[config.mk]
export PLATFORM = sky130hd
export DESIGN_NAME = rfb_ptr
export DESIGN_NICKNAME = d
export VERILOG_FILES = /design/src/rtl/rfb_pkg.sv /design/src/rtl/rfb_ptr.sv
export SDC_FILE = /design/constraint.sdc
export NUM_CORES = 1
export LEC_CHECK = 0
export ABC_AREA = 1
export BUFFER_PORTS_ARGS = -buffer_cell sky130_fd_sc_hd__buf_2
export CELL_PAD_IN_SITES_DETAIL_PLACEMENT = 1
export CELL_PAD_IN_SITES_GLOBAL_PLACEMENT = 2
export CORE_UTILIZATION = 33
export DETAILED_ROUTE_END_ITERATION = 6
export GPL_TIMING_DRIVEN = 1
export PLACE_DENSITY = 0.94
export SLEW_MARGIN = 20
export SYNTH_ARGS = -nofsm -noshare
export SYNTH_HDL_FRONTEND = slang
export SYNTH_SLANG_ARGS = --single-unit
export TNS_END_PERCENT = 5
[constraint.sdc]
create_clock -name clk -period 11.5 [get_ports clk]
set_input_delay 2.3 -clock clk [delete_from_list [all_inputs] [get_ports clk]]
set_output_delay 2.3 -clock clk [all_outputs]
set_load 0.1 [all_outputs]
[src/rtl/rfb_pkg.sv]
// Package for the ring FIFO buffer: operation codes, register indexes,
// payload structs and the control struct between the pointer unit and the top.
// Used by rfb_ptr and ring_fifo_buffer; it depends on nothing else.
`default_nettype none

package rfb_pkg;

    // Default sizes handed to the top level parameters.
    localparam int RFB_DEPTH      = 256;
    localparam int RFB_DATA_BYTES = 4;

    // Operation codes carried in the kind field.
    typedef enum logic [1:0] {
        KIND_WRITE = 2'd0,
        KIND_READ  = 2'd1,
        KIND_FLUSH = 2'd2,
        KIND_NOP   = 2'd3
    } rfb_kind_t;

    // Configuration register indexes.
    localparam logic [7:0] CFG_RING_LENGTH   = 8'd0;
    localparam logic [7:0] CFG_ELEMENT_BYTES = 8'd1;

    // One input item.
    typedef struct packed {
        logic [1:0]  kind;
        logic [31:0] write_data;
    } rfb_in_t;

    // One result item.
    typedef struct packed {
        logic [31:0] read_data;
        logic        ok;
        logic [7:0]  occupancy;
    } rfb_out_t;

    // Decision of the pointer unit for the item accepted this cycle.
    typedef struct packed {
        logic       wr_en;
        logic       rd_en;
        logic       ok;
        logic [7:0] occupancy;
    } rfb_op_t;

endpackage

`default_nettype wire

[src/rtl/rfb_ptr.sv]
// Pointer unit of the ring FIFO buffer: holds the write and read pointers,
// decides full and empty, and computes the occupancy after each item.
// Depends on rfb_pkg.
`default_nettype none

module rfb_ptr
    import rfb_pkg::*;
#(
    parameter int DEPTH = RFB_DEPTH
) (
    input  wire logic                        clk,
    input  wire logic                        rst_n,
    input  wire logic                        accept,
    input  wire logic [1:0]                  kind,
    input  wire logic [8:0]                  ring_length,
    input  wire logic                        len_write,
    output rfb_op_t                          op,
    output logic [$clog2(DEPTH)-1:0]         wr_addr,
    output logic [$clog2(DEPTH)-1:0]         rd_addr
);

    localparam int PTR_W = $clog2(DEPTH);
    localparam int CNT_W = $clog2(DEPTH + 1);
    localparam int LEN_W = (CNT_W > 9) ? CNT_W : 9;

    logic [PTR_W-1:0] wp_reg, wp_next;
    logic [PTR_W-1:0] rp_reg, rp_next;
    logic [LEN_W-1:0] len_ext;
    logic [LEN_W-1:0] n_eff;
    logic [LEN_W-1:0] wp_inc, rp_inc;
    logic [PTR_W-1:0] wp_wrap, rp_wrap;
    logic [LEN_W-1:0] wp_ext, rp_ext;
    logic [LEN_W-1:0] held;
    logic             full, empty;

    // Effective ring length, clamped to the range two to DEPTH.
    always_comb
    begin
        len_ext = LEN_W'(ring_length);
        if (len_ext < LEN_W'(2))
            n_eff = LEN_W'(2);
        else if (len_ext > LEN_W'(DEPTH))
            n_eff = LEN_W'(DEPTH);
        else
            n_eff = len_ext;
    end

    // Incremented pointers, wrapped at the ring length.
    always_comb
    begin
        wp_inc  = LEN_W'(wp_reg) + LEN_W'(1);
        rp_inc  = LEN_W'(rp_reg) + LEN_W'(1);
        wp_wrap = (wp_inc == n_eff) ? '0 : wp_inc[PTR_W-1:0];
        rp_wrap = (rp_inc == n_eff) ? '0 : rp_inc[PTR_W-1:0];
        full    = (wp_wrap == rp_reg);
        empty   = (wp_reg == rp_reg);
    end

    // Operation decision, next pointer values and the occupancy after the item.
    always_comb
    begin
        wp_next      = wp_reg;
        rp_next      = rp_reg;
        op.wr_en     = 1'b0;
        op.rd_en     = 1'b0;
        op.ok        = 1'b0;
        case (kind)
            KIND_WRITE:
            begin
                if (!full)
                begin
                    op.wr_en = accept;
                    op.ok    = 1'b1;
                    if (accept)
                        wp_next = wp_wrap;
                end
            end
            KIND_READ:
            begin
                if (!empty)
                begin
                    op.rd_en = accept;
                    op.ok    = 1'b1;
                    if (accept)
                        rp_next = rp_wrap;
                end
            end
            KIND_FLUSH:
            begin
                op.ok = 1'b1;
                if (accept)
                begin
                    wp_next = '0;
                    rp_next = '0;
                end
            end
            default:
            begin
                op.ok = 1'b0;
            end
        endcase
        // A ring length write restarts the ring.
        if (len_write)
        begin
            wp_next = '0;
            rp_next = '0;
        end
        // Occupancy after the item, modulo the ring length.
        wp_ext = LEN_W'(wp_next);
        rp_ext = LEN_W'(rp_next);
        if (wp_ext >= rp_ext)
            held = wp_ext - rp_ext;
        else
            held = wp_ext + n_eff - rp_ext;
        op.occupancy = held[7:0];
    end

    assign wr_addr = wp_reg;
    assign rd_addr = rp_reg;

    // Pointer registers.
    always_ff @(posedge clk or negedge rst_n)
    begin
        if (!rst_n)
        begin
            wp_reg <= '0;
            rp_reg <= '0;
        end
        else
        begin
            wp_reg <= wp_next;
            rp_reg <= rp_next;
        end
    end

endmodule

`default_nettype wire

# Word-level counts from Yosys, hierarchy flattened

Index checks and enable logic that the tools add are counted.

Bits in latches: 0
Bits in writable memories: 0
Bits in registers: 16
Memories kept: 0
Input port bits: 15
Output and inout bits: 27
Memory bits (read-only): 0
Logic and storage cells: 38

Multiply operators: 0
Reduce and logical (&&, ||, !) cells: 1
Shift-type cells: 0
Multiplexer cells: 21
Add/subtract/negate cells: 5
Equal/unequal tests: 6
Bitwise logic cells: 0
Order comparisons: 3
Divide/modulo/power cells: 0

Operators with widths:

| operator                                                              | count |
|---|---|
| 8-bit two-way mux                                                     | 11 |
| 8-bit case mux with 2 select lines                                    | 2 |
| 8-bit by 1-bit adder with 9-bit output, second input constant         | 2 |
| 9-bit equality test                                                   | 2 |
| 9-bit two-way mux                                                     | 2 |
| 8-bit equality test                                                   | 2 |
| 8-bit subtractor                                                      | 2 |
| 9-bit greater-than comparator, second input constant                  | 1 |
| 9-bit by 2-bit < comparator with 1-bit output, second input constant  | 1 |
| 8-bit adder                                                           | 1 |
| 8-bit >= comparator                                                   | 1 |
| 1-bit two-way mux                                                     | 4 |
| 1-bit case mux with 3 select lines                                    | 1 |
| 2-bit by 1-bit equality test with 1-bit output, second input constant | 1 |
| 2-bit equality test, second input constant                            | 1 |
| 2-bit logical NOT                                                     | 1 |
| 2-bit two-way mux                                                     | 1 |

# Depth between registers and ports, before layout

Depth after elaboration: 12
Gate-level depth with buffers: 39
Mapped depth without buffers: 38

# Worst setup path before layout

OpenSTA, ideal clock, no wires.

Path kind: input port to output port
Start point: in ring_length[1]
End point: out op[5] (netlist name)
Path buffers: 1
Cell stages on the path: 30
Data required time: 9.200 ns
Slack: 1.127 ns
Arrival time: 8.073 ns
Cells stage by stage: nor2_1 nand2_2 o21ai_4 nand2_1 nand2_1 xor2_1 nor2_2 nand2_2 buf_6 nand3_1 nand2_1 nand2_1 nor2_1 nand2_2 nand2_1 nand3_1 a21oi_1 fa_1 ha_1 a21oi_1 nor2_1 nor2_1 inv_1 nand2_1 inv_1 nor2_1 inv_1 a21oi_1 nor2_1 o31ai_1

RTL lines:

| what            | RTL line      | text |
|---|---|---|
| start, declared | rfb_ptr.sv:15 | `input wire logic [8:0] ring_length,` |
| end, declared   | rfb_ptr.sv:17 | `output rfb_op_t op,` |

==> impl_metrics.ini <==
[worst_setup_path]
path_class = in -> out
crit_path_max_incr_delay_ns = 0.52
crit_path_end_kind = output port
timing.critical_path.arrival_ns = 7.52
cpMaxStageDelayCell = sky130_fd_sc_hd__fa_1
timing.critical_path.fanout_max = 16
worst_setup_path_start_kind = primary input
cp_data_required_time_ns = 9.20

[synthesis]
most_used_flip_flop_cell_after_synthesis = sky130_fd_sc_hd__dfrtp_1
yosys.cell_count.top_type = sky130_fd_sc_hd__nand2_1
synthesis.area_um2 = 3030
synthCells = 516
yosysSeqAreaShare_pct = 13.2
post-synth-top-area-fraction_pct = 18.1
synthesis.nets = 561
post_synth_main_area_contributors = sky130_fd_sc_hd__nand2_1 18%, sky130_fd_sc_hd__dfrtp_1 13%, sky130_fd_sc_hd__inv_1 11%
synth.lib_cells_used.distinct = 38
share_of_async_settable_or_async_resettable_flops_after_synthesis_pct = 100
synthesis.yosys.warnings = 0
post_synth.cell_area_avg_um2 = 5.87
yosys_register_bits = 16
yosys-top-cells-count = 146 x sky130_fd_sc_hd__nand2_1, 85 x sky130_fd_sc_hd__inv_1, 50 x sky130_fd_sc_hd__nor2_1
synth_enable_flop_cells = 0
synth_area_leader_cell = sky130_fd_sc_hd__nand2_1

[sta]
setup_tns_ns = 0
whs_ns = 0.738
relSlewSlack_pct = 45.4
finalClockSkew_ns = 0.00461
finalWorstPathRequiredPeriod_ns = 9.82
final-setup-viol-count = 0
final.period_utilization_pct = 85.4
timing.fmax_mhz = 102
actual_transition_at_the_worst_max_transition_pin_ns = 0.799
drv_slew = 0
finalHoldViolations = 0
rsz0062_at_grt = false

[grt]
grt_pass1_wl_mm = 18.1
gr-total-overflow = 0
grt_pass1_vias = 3615
grt_antenna_before_repair = 0
grt_util_all_layers_pct = 23.9
grt_start_max_net_pins = 17

[clock_tree]
clock_root_buffer = sky130_fd_sc_hd__clkbuf_8
worstSkewPairLatency_ns = 0.25
post_cts_hold_buffer_count = 0
maximum_number_of_buffers_from_clock_root_to_sink = 2
cts_max_level = 1
clock-sinks = 16
clk_pin_slew_ns = 0.06
postCtsSetupRepairBufs = 0
cts_tree = built
cts_repair_resize_count = 0
tritoncts.num_buffers = 3

[drt]
initialDrtViolationCount = 185
route.vias.total = 3424
remaining_drc_errors = 6
drt_pre_antenna_iters = 6
wl_per_cell_um = 16.6
viasPerCell = 5.20
ant_nets = 0
totalWireLength_mm = 11.0

[floorplanning]
die-area_um2 = 9560
die_h_um = 97.8
pin_count = 42
number_of_rows_in_the_core_area = 34
core_area_um2 = 8810
initial_core_util_pct = 34.4
chipWidth_um = 97.8

[final_layout]
register_area_um2 = 400
fill_cells = 1214
finalNetCount = 596
fraction_of_the_core_area_covered_by_cells_at_the_end_of_the_flow_pct = 38.2
multi_input_comb_area_um2 = 2230
diodes = 0
fin_cells = 658
synthToLayoutAreaGrowth_pct = 11.3
design_area_um2 = 3370
share_of_cells_above_drive_strength_1_pct = 12.4

[place]
port_buffers = 41
placedInstanceArea_um2 = 3310
gp_routability_congestion = 0.948
dp.final_hpwl_mm = 9.46
placed_cells = 654

[power_and_ir_drop]
power_leakage_nw = 1.86
combinationalPowerShare_pct = 75.5
seq_power_share_pct = 14.5
ir_worst_vdd_v = 0.000145
pwr_density_cell_nw_per_um2 = 149
clockPowerShare_pct = 10.0
intPower_uw = 173
power.switching_fraction_pct = 65.4
power_switching_uw = 328

[flow_run]
maxCapViolCount = 0

[outcome]
status = finished, violations left
failed_checks = design-rule violations

[hold_path]
timing.hold.worst.class = reg -> reg
==> worst max-delay path: cells and delay by family <==
kind	cells	cell delay, ns
AND/OR/NAND/NOR	22	2.25
AO/OA/AOI/OAI	5	1.09
adder cells (fa/ha/maj)	2	0.83
buffers and inverters	6	0.74
XOR/XNOR	2	0.29
==> sequential cells by signal, indices dropped and copies added (netlist names) <==
signal   cells
rd_addr      8
wr_addr      8
==> worst paths after layout <==
check | start | endpoint | slack, ns | cells past startpoint
setup / recovery | ring_length[1] | op[7] | 1.68 | 37
hold / removal | wr_addr[7]$_DFF_PN0_ | wr_addr[7]$_DFF_PN0_ | 0.74 | 2
setup reg to reg | wr_addr[0]$_DFF_PN0_ | wr_addr[1]$_DFF_PN0_ | 8.03 | 19
hold reg to reg | wr_addr[7]$_DFF_PN0_ | wr_addr[7]$_DFF_PN0_ | 0.74 | 2
max in group asynchronous | rst_n | rd_addr[6]$_DFF_PN0_ | 9.28 | 1
min in group asynchronous | rst_n | rd_addr[0]$_DFF_PN0_ | 1.95 | 1
==> power by group through the flow <==
stage / Clock [mW] / Combinational [mW] / Sequential (mW)
CTS: 0.0512 / 0.380 / 0.0723
detailed placement: 0 / 0.378 / 0.0734
floorplan: 0 / 0.283 / 0.0975
finish: 0.0500 / 0.378 / 0.0726
global route: 0.0525 / 0.409 / 0.0735
global placement: 0 / 0.372 / 0.0734
==> cell usage in the layout (no fill, tap or decap), types with 3 or more instances in the layout <==
cell and n:
sky130_fd_sc_hd__nand2_1 146, sky130_fd_sc_hd__inv_1 85, sky130_fd_sc_hd__nor2_1 50, sky130_fd_sc_hd__nand3_1 41, sky130_fd_sc_hd__buf_2 41, sky130_fd_sc_hd__o21ai_0 34
sky130_fd_sc_hd__a21oi_1 34, sky130_fd_sc_hd__ha_1 22, sky130_fd_sc_hd__xor2_1 19, sky130_fd_sc_hd__dfrtp_1 16, sky130_fd_sc_hd__fa_1 8, sky130_fd_sc_hd__nand2_2 5
sky130_fd_sc_hd__xnor2_1 5, sky130_fd_sc_hd__nand3_2 4, sky130_fd_sc_hd__clkbuf_8 4, sky130_fd_sc_hd__nand4_1 3, sky130_fd_sc_hd__nor2_2 3, sky130_fd_sc_hd__o31ai_1 3
sky130_fd_sc_hd__inv_2 3, sky130_fd_sc_hd__or2_2 3
==> cells by family after synthesis <==
kind of cell / after synthesis / synth area share, %
buffers and inverters: 100 / 12.9
adders and majority gates: 30 / 14.4
and+or+nand+nor: 264 / 37.5
AOI/OAI and AO/OA: 82 / 15.0
DFF: 16 / 13.2
xor gates and xnor gates: 24 / 6.94
==> per-layer routing <==
metal	GRT usage, %	up-vias	part of all wire (%)
met5	0	-	0
met4	6.41	0	1.6
met3	1.36	15	3.0
met2	43.4	72	49
met1	30.9	1634	46
li1	-	1703	-
==> cell type report <==
class	instances	area share, %
Tap cell	108	4.01
Clock buffer	4	1.63
Inverter	88	9.81
Sequential cell	16	11.9
Multi-Input combinational cell	400	66.3
Timing Repair Buffer	42	6.32
==> metrics by stage <==
| stage | total power, mW | setup slack [ns] |
|---|---|---|
| floorplan | 0.381 | 1.13 |
| global placement | 0.446 | 1.86 |
| detailed placement | 0.452 | 1.67 |
| CTS | 0.504 | 1.65 |
| global route | 0.535 | 1.04 |
| finish | 0.501 | 1.68 |
Note: power is estimated with default switching activity, not from simulation.
